### src/hw/rtl/assert_macros.svh
// Assertion macros shared by the RTL of the flash disk window cache.
// No dependencies; included by the modules that check their own logic.
`ifndef ASSERT_MACROS_SVH
`define ASSERT_MACROS_SVH
`ifndef SYNTHESIS
// Property that must hold at every clock edge outside reset
`define FDW_ASSERT(lbl, clk, rst_n, prop) \
    lbl: assert property (@(posedge clk) disable iff (!rst_n) prop) \
        else $error("fdw assertion failed");
// Condition that must never be seen outside reset
`define FDW_ASSERT_NEVER(lbl, clk, rst_n, expr) \
    lbl: assert property (@(posedge clk) disable iff (!rst_n) !(expr)) \
        else $error("fdw forbidden condition seen");
`else
`define FDW_ASSERT(lbl, clk, rst_n, prop)
`define FDW_ASSERT_NEVER(lbl, clk, rst_n, expr)
`endif
`endif

### src/hw/rtl/fdw_pkg.sv
// Package for the flash disk window cache: codes, defaults and the
// controller/datapath command and status structs. No dependencies.
`timescale 1ns / 1ps

package fdw_pkg;

    // Geometry
    localparam int BLOCK_BYTES         = 512;
    localparam int OFF_W               = 9;
    localparam int DISK_BLOCKS_DEF     = 1024;
    localparam int WINDOW_BLOCKS_DEF   = 8;
    localparam int FLUSH_BASE_W        = 10;

    // Field widths
    localparam int OPCODE_W = 3;
    localparam int LBA_W    = 32;
    localparam int BYTE_W   = 8;
    localparam int STATUS_W = 3;
    localparam int CFG_IDX_W = 2;

    localparam logic [BYTE_W-1:0] ERASED_BYTE = 8'hFF;

    // Request opcodes
    localparam logic [OPCODE_W-1:0] OP_READ       = 3'd0;
    localparam logic [OPCODE_W-1:0] OP_WRITE      = 3'd1;
    localparam logic [OPCODE_W-1:0] OP_TEST_READY = 3'd2;
    localparam logic [OPCODE_W-1:0] OP_START_STOP = 3'd3;
    localparam logic [OPCODE_W-1:0] OP_OTHER      = 3'd4;

    // SCSI command codes that are accepted
    localparam logic [BYTE_W-1:0] CMD_PREVENT_ALLOW = 8'h1E;
    localparam logic [BYTE_W-1:0] CMD_SYNC_CACHE    = 8'h35;

    // Config register indexes
    localparam logic [CFG_IDX_W-1:0] CFG_WRITE_ENABLE = 2'd0;
    localparam logic [CFG_IDX_W-1:0] CFG_MEDIUM_READY = 2'd1;

    typedef enum logic [STATUS_W-1:0] {
        STAT_OK        = 3'd0,
        STAT_NOT_READY = 3'd1,
        STAT_RANGE     = 3'd2,
        STAT_PROTECT   = 3'd3,
        STAT_INVALID   = 3'd4
    } fdw_status_t;

    typedef enum logic [2:0] {
        S_CLEAR,
        S_IDLE,
        S_EXEC,
        S_DIV,
        S_FLUSH,
        S_LOAD,
        S_WRITE,
        S_DONE
    } fdw_state_t;

    // Controller -> datapath
    typedef struct packed {
        logic ready;
        logic clr;
        logic rd_issue;
        logic wr_byte;
        logic div_start;
        logic div_step;
        logic flush_step;
        logic load_step;
        logic finish;
    } fdw_cmd_t;

    // Datapath -> controller
    typedef struct packed {
        logic in_valid;
        logic clr_last;
        logic rd_go;
        logic wr_go;
        logic fl_go;
        logic hit;
        logic need_fl;
        logic copy_last;
        logic out_free;
    } fdw_stat_t;

endpackage

### src/hw/rtl/fdw_ctrl.sv
// Controller state machine of the flash disk window cache.
// Depends on fdw_pkg and assert_macros.svh.
`timescale 1ns / 1ps
`include "assert_macros.svh"

module fdw_ctrl (
    input  logic              clk,
    input  logic              rst_n,
    input  fdw_pkg::fdw_stat_t stat,
    output fdw_pkg::fdw_cmd_t  cmd
);

    fdw_pkg::fdw_state_t state_reg;
    fdw_pkg::fdw_state_t state_next;

    // State register
    always_ff @(posedge clk or negedge rst_n)
    begin
        if (!rst_n)
        begin
            state_reg <= fdw_pkg::S_CLEAR;
        end
        else
        begin
            state_reg <= state_next;
        end
    end

    // Next state
    always_comb
    begin
        state_next = state_reg;
        case (state_reg)
            fdw_pkg::S_CLEAR:
            begin
                if (stat.clr_last)
                begin
                    state_next = fdw_pkg::S_IDLE;
                end
            end
            fdw_pkg::S_IDLE:
            begin
                if (stat.in_valid)
                begin
                    state_next = fdw_pkg::S_EXEC;
                end
            end
            fdw_pkg::S_EXEC:
            begin
                if (stat.wr_go && !stat.hit)
                begin
                    state_next = fdw_pkg::S_DIV;
                end
                else if (stat.fl_go && stat.need_fl)
                begin
                    state_next = fdw_pkg::S_FLUSH;
                end
                else
                begin
                    state_next = fdw_pkg::S_DONE;
                end
            end
            fdw_pkg::S_DIV:
            begin
                state_next = stat.need_fl ? fdw_pkg::S_FLUSH : fdw_pkg::S_LOAD;
            end
            fdw_pkg::S_FLUSH:
            begin
                if (stat.copy_last)
                begin
                    state_next = stat.wr_go ? fdw_pkg::S_LOAD : fdw_pkg::S_DONE;
                end
            end
            fdw_pkg::S_LOAD:
            begin
                if (stat.copy_last)
                begin
                    state_next = fdw_pkg::S_WRITE;
                end
            end
            fdw_pkg::S_WRITE:
            begin
                state_next = fdw_pkg::S_DONE;
            end
            fdw_pkg::S_DONE:
            begin
                if (stat.out_free)
                begin
                    state_next = fdw_pkg::S_IDLE;
                end
            end
            default:
            begin
                state_next = fdw_pkg::S_IDLE;
            end
        endcase
    end

    // Commands to the datapath
    always_comb
    begin
        cmd = '0;
        case (state_reg)
            fdw_pkg::S_CLEAR: cmd.clr = 1'b1;
            fdw_pkg::S_IDLE:  cmd.ready = 1'b1;
            fdw_pkg::S_EXEC:
            begin
                if (stat.rd_go)
                begin
                    cmd.rd_issue = 1'b1;
                end
                else if (stat.wr_go)
                begin
                    cmd.wr_byte   = stat.hit;
                    cmd.div_start = !stat.hit;
                end
            end
            fdw_pkg::S_DIV:   cmd.div_step = 1'b1;
            fdw_pkg::S_FLUSH: cmd.flush_step = 1'b1;
            fdw_pkg::S_LOAD:  cmd.load_step = 1'b1;
            fdw_pkg::S_WRITE: cmd.wr_byte = 1'b1;
            fdw_pkg::S_DONE:  cmd.finish = stat.out_free;
            default:          cmd = '0;
        endcase
    end

    // A load always starts from a clean window
    `FDW_ASSERT(a_load_clean, clk, rst_n, (state_reg == fdw_pkg::S_LOAD) |-> !stat.need_fl)
    // The byte write after a load lands in the new window
    `FDW_ASSERT(a_write_hits, clk, rst_n, (state_reg == fdw_pkg::S_WRITE) |-> stat.hit)
    // A finished load is always followed by the byte write
    `FDW_ASSERT(a_load_then_write, clk, rst_n,
        (state_reg == fdw_pkg::S_LOAD && stat.copy_last) |=> (state_reg == fdw_pkg::S_WRITE))

endmodule

### config.mk
export PLATFORM = sky130hd
export DESIGN_NAME = fdw_ctrl
export DESIGN_NICKNAME = d
export VERILOG_FILES = /design/src/hw/rtl/fdw_pkg.sv /design/src/hw/rtl/fdw_ctrl.sv
export VERILOG_INCLUDE_DIRS = /design/src /design/src/hw/rtl
export SDC_FILE = /design/constraint.sdc
export NUM_CORES = 1
export LEC_CHECK = 0
export ABC_AREA = 1
export BUFFER_PORTS_ARGS = -buffer_cell sky130_fd_sc_hd__clkbuf_2
export CORE_AREA = 5 5 42 44
export CTS_CLUSTER_DIAMETER = 80
export DETAILED_ROUTE_END_ITERATION = 10
export DIE_AREA = 0 0 47 49
export SLEW_MARGIN = 40
export SYNTH_ARGS = -nofsm -noshare
export SYNTH_HDL_FRONTEND = slang
export SYNTH_SLANG_ARGS = --single-unit
### constraint.sdc
create_clock -name clk -period 1.3 [get_ports clk]
set_input_delay 0.325 -clock clk [delete_from_list [all_inputs] [get_ports clk]]
set_output_delay 0.325 -clock clk [all_outputs]
set_load 0.02 [all_outputs]
==> run_results.csv, run 1 <==
group,metric,value,unit
drt,firstDrtPassIters,4,
run_status,violations,"negative setup slack",
synthesis,syn-cell-area,379.1,um^2
drt,drt_iter0_drc,9,
setup_path,crit_chain,"inv_1 > nand3_4 > inv_2 > clkbuf_8",
placement,pre_cts_ws,-0.04812,ns
synthesis,ys_seq_area_frac,0.1980,
clocking,cts_buffer_depth,2,
grt,grt_pass1_vias,517,
synthesis,synth.top_cells.by_area,"dfrtp_1, nand2_1, inv_1",
timing,skew,0.003460,ns
setup_path,r2r_cells,7,
setup_path,crit_end,"cmd[8]",
die,ios,20,
placement,io_buffer_count,19,
die,rows,14,
setup_path,critPathLaunchType,"flop",
drt,routedWlPerCell,10.49,um
setup_path,end_kind,"primary output",
setup_path,cpMaxStageDelayCell,"dfrtp_2",
pwr,p_leak,0.3987,nW
synthesis,synth_fp_nets,75,
grt,grt_overflow,0,
cells_and_area,num_antenna_cells,0,
drt,wl,1196,um
synthesis,yosysTopAreaCell,"dfrtp_1",
pwr,ir_worst_vdd,1.371,mV
clocking,clk_latency,0.23,ns
cells_and_area,fill_cells,150,
die,die_h,49,um
setup_path,timing.rr.start,"state_reg[2]$_DFFE_PN0P_",
synthesis,syn_inst,64,
synthesis,avgSynthCellArea,5.924,um^2
drt,antenna_left,0,
setup_path,crit_fanout,8,
grt,grt_util_met3,0.01476,
timing,tightestPinTransition,0.2106,ns
grt,use_met1,0.1476,
setup_path,cp_data_arrival_time,1.19,ns
setup_path,critPathMaxStageDelay,0.48,ns
die,initial_core_util,0.2705,
synthesis,synth_cell_types,19,
worst_hold_path,hp-class,"in2async",
setup_path,setup.worst_path.start,"state_reg[2]$_DFFE_PN0P_",
setup_path,worstPathRequired,0.98,ns
cells_and_area,layout_common_cells,"nand2_1, buf_4, clkbuf_2",
timing,drv_slew,0,
run_status,outcome,"finished, violations left",
cells_and_area,mostFrequentLayoutCell,"nand2_1",
drt,route.detailed.drc,0,
grt,grt-busiest-layer,"met2",
die,die_area,2303,um^2
drt,routed_via_density,4.474,
timing,setup_viol_count_final,12,
timing,rsz0062_at_grt,"true",
synthesis,synth_seq_cells,3,
cells_and_area,areaGrowthSynthToFinish,85.48,%
timing,finalCritPeriodShare,1.163,
cells_and_area,largest_reg_flops,3,
clocking,clkSinkCount,3,
cells_and_area,drive_above_1_share,0.5714,
clocking,cts_tree,"done",
timing,final_hold_viol_count,0,
clocking,clk_pin_slew_worst_paths,0.04,ns
clocking,cts-buffers-inserted,3,
clocking,root_buffer,"clkbuf_4",
clocking,htree_num_levels,1,
grt,grt_antenna_before_repair,0,
timing,timing.fmax,0.6612,GHz
setup_path,reg2reg_slack,-0.08,ns
grt,grt_pass1_wl,2097,um
drt,vias,510,
timing,min_period,1.512,ns
cells_and_area,nNetsFinal,110,
setup_path,critPathKind,"reg2out",
grt,grt_max_degree,9,
run,cap_violations,0,
placement,dp_hpwl,818.7,um
grt,grtUsageMet2,0.1946,
timing,finalSetupTns,-1.886,ns
synthesis,synth_top_area_frac,0.1980,
synthesis,yosys_warnings,0,
placement,gp_congestion,0.8057,
grt,gr-usage-all-layers,0.1233,
die,coreArea,1401,um^2
timing,max-slew-margin-rel,0.8595,
setup_path,r2r_end,"state_reg[2]$_DFFE_PN0P_",
pwr,cellPowerDensity,2566,nW/um^2
timing,setup_slack,-0.2125,ns
die,dieWidth,47,um
[metal layers]
metal  vias to the layer above  share of wire  routed length [um]
met3                         2          0.042                  50
met4                         0          0.010                  12
met5                         -              0                   0
li1                        268              -                   -
met2                        14           0.57                 683
met1                       226           0.38                 449
[power by group]
part	total, W	leakage (nW)	switching (W)	internal (W)
clock	0.000168	0.0150	0.0000529	0.000115
combinational	0.00138	0.350	0.000721	0.000657
sequential	0.000258	0.0340	0.000104	0.000154
total	0.00180	0.399	0.000878	0.000927
[final cells by class]
cell class	count	area [um^2]	share of cell area
well taps	16	20.02	0.02847
flip-flops and latches	3	77.57	0.1103
inverters	14	52.55	0.07473
repair buffers	32	252.7	0.3594
multi-input cells	45	274.0	0.3897
clock buffers	4	26.28	0.03737
[critical path, delay by kind of cell (launching register included)]
kind / cells / cell delay, ns
AND/OR/NAND/NOR: 1 / 0.09
buffers and inverters: 3 / 0.39
flip-flops: 1 / 0.48
[through the flow]
stage | hold slack, ns | util | instances | instance area [um^2] | power [W]
global route | 0.4165 | 0.5018 | 114 | 703.2 | 0.001989
floorplan | 0.02941 | - | 64 | 384.1 | 0.0009308
detailed placement | 0.1239 | 0.3777 | 104 | 529.3 | 0.001227
CTS | 0.3943 | 0.4839 | 113 | 678.2 | 0.001716
finish | 0.4091 | 0.5018 | 114 | 703.2 | 0.001804
global placement | 0.1234 | 0.3777 | 104 | 529.3 | 0.001227
[synthesized netlist by cell type]
cell	instances
a21oi_1	1
buf_6	2
dfrtp_1	3
inv_1	12
inv_2	2
nand2_1	16
nand2_2	2
nand3_1	8
nand3b_1	1
nand3b_2	1
nand4_1	1
nor2_1	4
nor2_2	3
nor2_4	1
nor3_1	1
o21ai_0	2
o21ai_1	2
o21ai_2	1
o21bai_1	1
[cells by family after synthesis]
| family | Yosys count | synth area share |
|---|---|---|
| AOI/OAI and AO/OA | 7 | 0.1089 |
| buffers and inverters | 16 | 0.1980 |
| DFF | 3 | 0.1980 |
| and+or+nand+nor | 38 | 0.4950 |
[how the worst min path moves through the flow]
| stage | from | to | slack [ns] | depth (start not counted) |
|---|---|---|---|---|
| global placement | rst_n | state_reg[2]$_DFFE_PN0P_ | 0.12 | 1 |
| global route | rst_n | state_reg[0]$_DFFE_PN0P_ | 0.42 | 2 |
| detailed placement | rst_n | state_reg[2]$_DFFE_PN0P_ | 0.12 | 1 |
| floorplan | rst_n | state_reg[0]$_DFFE_PN0P_ | 0.03 | 0 |
| CTS | stat[0] | state_reg[1]$_DFFE_PN0P_ | 0.39 | 4 |
| finish | rst_n | state_reg[1]$_DFFE_PN0P_ | 0.41 | 2 |
[timing repair]
| item | in CTS | in global routing |
|---|---|---|
| pin swaps | 3 | 4 |
| endpoints found under the setup margin | 9 | 12 |
| buffers inserted | 4 | 1 |
| endpoints found under the hold margin | 3 | 0 |
| hold buffers | 1 | 0 |
| gates resized for setup | 25 | 10 |
Note: power is estimated with default switching activity, not from simulation.
==> run 2, diff against run 1 <==
BUFFER_PORTS_ARGS = default   (was -buffer_cell sky130_fd_sc_hd__clkbuf_2)
CAP_MARGIN = 20   (was default)
DONT_BUFFER_PORTS = 1   (was default)
SETUP_SLACK_MARGIN = 0.1   (was default)
==> run 2 against run 1 <==
Against the previous run:
- cell area is 15% lower
- sequential cell count stayed put
- cell count is 13% lower
- the flow still finishes with violations (negative setup slack)
- non-clock buffer count is 15 lower
- hold slack worse by 0.10 ns
- largest cell class unchanged
- core utilization is 7.6 points lower
==> run_results.csv, run 2 (same netlist as run 1, synthesis figures left out) <==
group,metric,value,unit
run_status,outcome,"finished, violations left",
run_status,violations,"negative setup slack",
grt,grt_pass1_wl,2145,um
timing,min_period,1.553,ns
grt,grt_antenna_before_repair,0,
timing,timing.fmax,0.6439,GHz
clocking,clk_pin_slew_worst_paths,0.04,ns
clocking,cts-buffers-inserted,3,
cells_and_area,final_area,596.8,um^2
placement,placed_area,447.9,um^2
clocking,clkSinkCount,3,
clocking,cts_buffer_depth,2,
pwr,intPower,0.0008297,W
pwr,clkPwrFrac,0.102,
cells_and_area,areaGrowthSynthToFinish,57.43,%
clocking,htree_num_levels,1,
timing,max-slew-margin-rel,0.8195,
grt,gr-usage-all-layers,0.1318,
clocking,clk_latency,0.24,ns
cells_and_area,layout_common_cells,"nand2_1, buf_4, nand3_1, inv_1, inv_2",
run,cap_violations,0,
timing,setup_viol_count_final,12,
drt,vias,483,
setup_path,end_kind,"primary output",
cells_and_area,largest_reg_flops,3,
worst_hold_path,hp-class,"in2reg",
placement,io_buffer_count,0,
drt,route.detailed.drc,0,
placement,gp_congestion,0.7847,
timing,skew,0.005762,ns
timing,rsz0062_at_grt,"true",
die,rows,14,
pwr,netSwitchingFraction,0.5133,
drt,firstDrtPassIters,4,
drt,routedWlPerCell,13.11,um
pwr,comb_power_share,0.744,
die,coreArea,1401,um^2
setup_path,critPathLaunchType,"flop",
timing,final_hold_viol_count,0,
pwr,cellPowerDensity,2856,nW/um^2
die,die_h,49,um
pwr,power.switching,0.0008750,W
timing,drv_slew,0,
placement,pre_cts_ws,-0.03743,ns
drt,antenna_left,0,
setup_path,critPathKind,"reg2out",
cells_and_area,drive_above_1_share,0.4940,
timing,setup_slack,-0.2530,ns
pwr,p_seq_frac,0.154,
grt,grt_max_degree,8,
drt,routed_via_density,4.879,
pwr,ir_worst_vdd,1.327,mV
setup_path,worstPathRequired,0.98,ns
setup_path,cp_data_arrival_time,1.23,ns
pwr,p_leak,0.3247,nW
drt,drt_iter0_drc,10,
timing,finalCritPeriodShare,1.195,
die,initial_core_util,0.2705,
die,dieWidth,47,um
cells_and_area,num_antenna_cells,0,
grt,grt_pass1_vias,513,
placement,dp_hpwl,805.4,um
setup_path,crit_fanout,5,
die,die_area,2303,um^2
cells_and_area,nNetsFinal,95,
grt,grt_overflow,0,
clocking,cts_tree,"done",
cells_and_area,final_core_util,0.4259,
cells_and_area,mostFrequentLayoutCell,"nand2_1",
timing,tightestPinTransition,0.2699,ns
drt,wl,1298,um
die,ios,20,
clocking,root_buffer,"clkbuf_4",
-- run 2: cell type report --
type                    count  area [um^2]
well taps                  16        20.02
fillers                   170        804.5
repair buffers             17        141.4
clock buffers               4        26.28
multi-input cells          45        272.8
flip-flops and latches      3        78.83
inverters                  14        57.56
-- run 2: worst max-delay path, stage by stage, from the launching register on --
cell and delay [ns]:
dfrtp_2 0.44, inv_2 0.08, nand2_2 0.07, nor2_4 0.10, inv_2 0.07, nor3_4 0.22
-- run 2: per-stage QoR --
step / total power [W] / setup TNS (ns) / hold WS [ns] / cells
final: 0.001705 / -1.836 / 0.3079 / 99
after floorplan: 0.0009837 / 0 / 0.02941 / 64
after CTS: 0.001570 / -1.461 / 0.3117 / 96
after global routing: 0.001857 / -2.648 / 0.3313 / 99
after detailed placement: 0.001147 / -0.03743 / 0.02948 / 84
after global placement: 0.001136 / -0.01481 / 0.02948 / 84
-- run 2: path summary, 6_finish.rpt --
path	startpoint	to	slack (ns)	cells after the start
setup / recovery	state_reg[0]$_DFFE_PN0P_	cmd[4]	-0.25	5
hold / removal	stat[0]	state_reg[1]$_DFFE_PN0P_	0.31	3
setup reg to reg	state_reg[1]$_DFFE_PN0P_	state_reg[2]$_DFFE_PN0P_	-0.10	9
hold reg to reg	state_reg[1]$_DFFE_PN0P_	state_reg[1]$_DFFE_PN0P_	0.71	2
max in group asynchronous	rst_n	state_reg[2]$_DFFE_PN0P_	0.80	1
min in group asynchronous	rst_n	state_reg[0]$_DFFE_PN0P_	0.33	1
-- run 2: power by group through the flow --
stage | Clock, W | Combinational (W) | Sequential, W
finish | 0.000173 | 0.00127 | 0.000262
global route | 0.000198 | 0.00139 | 0.000268
CTS | 0.000173 | 0.00114 | 0.000256
detailed placement | 0 | 0.000892 | 0.000255
global placement | 0 | 0.000886 | 0.000250
floorplan | 0 | 0.000791 | 0.000192
-- run 2: timing repair --
action,CTS,global route
buffers inserted,7,3
hold endpoints to repair,3,0
setup endpoints to repair,12,12
gates resized for setup,12,3
hold buffers,1,0
pin swaps,2,2
gates cloned,0,0
-- run 2: routing by layer --
layer | track usage | part of all wire
met5 | 0 | 0
met2 | 0.2195 | 0.54
met1 | 0.1278 | 0.34
met4 | 0.09217 | 0.032
met3 | 0.04428 | 0.086
==> run 3, diff against run 2 <==
CTS_BUF_LIST = sky130_fd_sc_hd__clkbuf_16   (was default)
==> run 3 against run 2 <==
Against the previous run:
- the flow still finishes with violations (negative setup slack)
- clock skew fell by 0.0028 ns
- sequential cell count did not move
- first-iteration DRC count fell by 60%
- combinational power rose by 13%
- global-route usage fell by 1.5 points
- cell count rose by 4.0%
- largest cell class unchanged
- register-to-register slack improved by 0.04 ns
- clock power rose to 2.8 times the previous value
==> run_results.csv, run 3 (same netlist as run 1, synthesis figures left out) <==
group,metric,value,unit
die,rows,14,
cells_and_area,final_core_util,0.5152,
pwr,p_leak,0.3739,nW
pwr,clkPwrFrac,0.222,
pwr,comb_power_share,0.653,
setup_path,cpMaxStageDelayCell,"dfrtp_2",
placement,io_buffer_count,0,
setup_path,r2r_end,"state_reg[2]$_DFFE_PN0P_",
timing,skew,0.002990,ns
setup_path,end_kind,"primary output",
pwr,ir_worst_vdd,1.643,mV
die,coreArea,1401,um^2
drt,wl,1270,um
cells_and_area,largest_reg_flops,3,
setup_path,crit_top_cell,"buf_4",
clocking,cts_buffer_depth,2,
die,ios,20,
grt,gr-usage-all-layers,0.1170,
drt,drt_iter0_drc,4,
drt,routed_via_density,4.650,
setup_path,worstPathRequired,0.98,ns
cells_and_area,layout_common_cells,"buf_4, nand2_1, inv_1",
pwr,total_power,0.002195,W
die,die_area,2303,um^2
setup_path,cpLargestDelayFamily,"buffers and inverters",
clocking,cts_tree,"done",
setup_path,path_buf_inv,4,
pwr,netSwitchingFraction,0.4441,
timing,tightestPinTransition,0.2711,ns
pwr,power.switching,0.0009750,W
worst_hold_path,hp-class,"in2async",
grt,grt_max_degree,9,
timing,setup_viol_count_final,12,
timing,timing.fmax,0.6520,GHz
setup_path,crit_chain,"buf_4 > buf_6 > buf_4 > nand3_4 > inv_4",
die,die_h,49,um
run,cap_violations,0,
drt,route.detailed.drc,0,
grt,grt_overflow,0,
run_status,violations,"negative setup slack",
setup_path,reg2reg_slack,-0.06,ns
setup_path,cp_data_arrival_time,1.21,ns
drt,antenna_left,0,
timing,rsz0062_at_grt,"true",
setup_path,critPathKind,"reg2out",
clocking,clk_pin_slew_worst_paths,0.03,ns
timing,drv_slew,0,
grt,grt_pass1_wl,1869,um
cells_and_area,nNetsFinal,99,
timing,setup_slack,-0.2337,ns
cells_and_area,drive_above_1_share,0.5977,
setup_path,critPathLaunchType,"flop",
drt,vias,479,
cells_and_area,num_antenna_cells,0,
setup_path,critPathMaxStageDelay,0.42,ns
timing,max-slew-margin-rel,0.8187,
timing,final_hold_viol_count,0,
cells_and_area,mostFrequentLayoutCell,"buf_4",
timing,min_period,1.534,ns
grt,grt_antenna_before_repair,0,
timing,finalCritPeriodShare,1.180,
placement,dp_hpwl,805.4,um
setup_path,crit_fanout,5,
run_status,outcome,"finished, violations left",
grt,grt_pass1_vias,467,
pwr,p_seq_frac,0.126,
clocking,clkSinkCount,3,
die,dieWidth,47,um
clocking,clk_latency,0.23,ns
placement,gp_congestion,0.7847,
drt,firstDrtPassIters,4,
pwr,cellPowerDensity,3041,nW/um^2
clocking,htree_num_levels,1,
die,initial_core_util,0.2705,
clocking,root_buffer,"clkbuf_16",
drt,routedWlPerCell,12.33,um
setup_path,r2r_cells,8,
setup_path,timing.rr.start,"state_reg[0]$_DFFE_PN0P_",
clocking,cts-buffers-inserted,3,
cells_and_area,areaGrowthSynthToFinish,90.43,%
pwr,intPower,0.001220,W
-- run 3: changes by cell type in the layout (fill, tap and decap cells not counted), moves of 2 or more --
cell and delta:
buf_4 +2, buf_6 +2, clkbuf_16 +3, clkbuf_4 -3
nand2_1 -3, nand2_2 +3, nand3_1 -2
-- run 3: worst max path at each step --
stage	start	to	slack, ns	cells after the start
CTS	state_reg[0]$_DFFE_PN0P_	cmd[4]	-0.22	5
global placement	state_reg[1]$_DFFE_PN0P_	cmd[4]	-0.01	4
finish	state_reg[0]$_DFFE_PN0P_	cmd[8]	-0.23	5
detailed placement	state_reg[1]$_DFFE_PN0P_	cmd[4]	-0.04	4
floorplan	state_reg[0]$_DFFE_PN0P_	cmd[4]	0.01	6
global route	state_reg[0]$_DFFE_PN0P_	cmd[8]	-0.26	5
-- run 3: cell type report --
class | count | area (um^2)
fillers | 142 | 679.4
multi-input cells | 45 | 305.3
repair buffers | 21 | 178.9
flip-flops and latches | 3 | 78.83
clock buffers | 3 | 75.07
inverters | 14 | 60.06
well taps | 16 | 20.02
clock inverters | 1 | 3.754
-- run 3: what timing repair did --
item                                   in CTS  in global routing
buffers inserted                            7                  7
endpoints found under the hold margin       3                  0
hold buffers                                1                  0
gates resized for setup                    10                 16
pin swaps                                   2                  3
setup endpoints to repair                  12                 12
-- run 3: layer usage --
| metal | share of wire | global-route usage |
|---|---|---|
| met5 | 0 | 0 |
| met4 | 0.043 | 0.1244 |
| met3 | 0.057 | 0.01845 |
| met2 | 0.50 | 0.1810 |
| met1 | 0.40 | 0.1189 |
-- run 3: per-stage QoR --
stage / setup TNS (ns) / cell area [um^2] / hold slack, ns / setup WS (ns) / instances
floorplan: 0 / 405.4 / 0.02941 / 0.009608 / 64
detailed placement: -0.03743 / 447.9 / 0.02948 / -0.03743 / 84
global route: -2.139 / 721.9 / 0.3610 / -0.2643 / 103
global placement: -0.01481 / 447.9 / 0.02948 / -0.01481 / 84
finish: -1.520 / 721.9 / 0.3496 / -0.2337 / 103
CTS: -1.308 / 609.3 / 0.3257 / -0.2182 / 96
-- run 3: power groups by stage --
stage          clock network (W)  logic (W)  registers (W)
5_1_grt                 0.000513    0.00157       0.000285
3_3_place_gp                   0   0.000886       0.000250
2_1_floorplan                  0   0.000791       0.000192
6_report                0.000487    0.00143       0.000276
4_1_cts                 0.000496    0.00112       0.000261
3_5_place_dp                   0   0.000892       0.000255
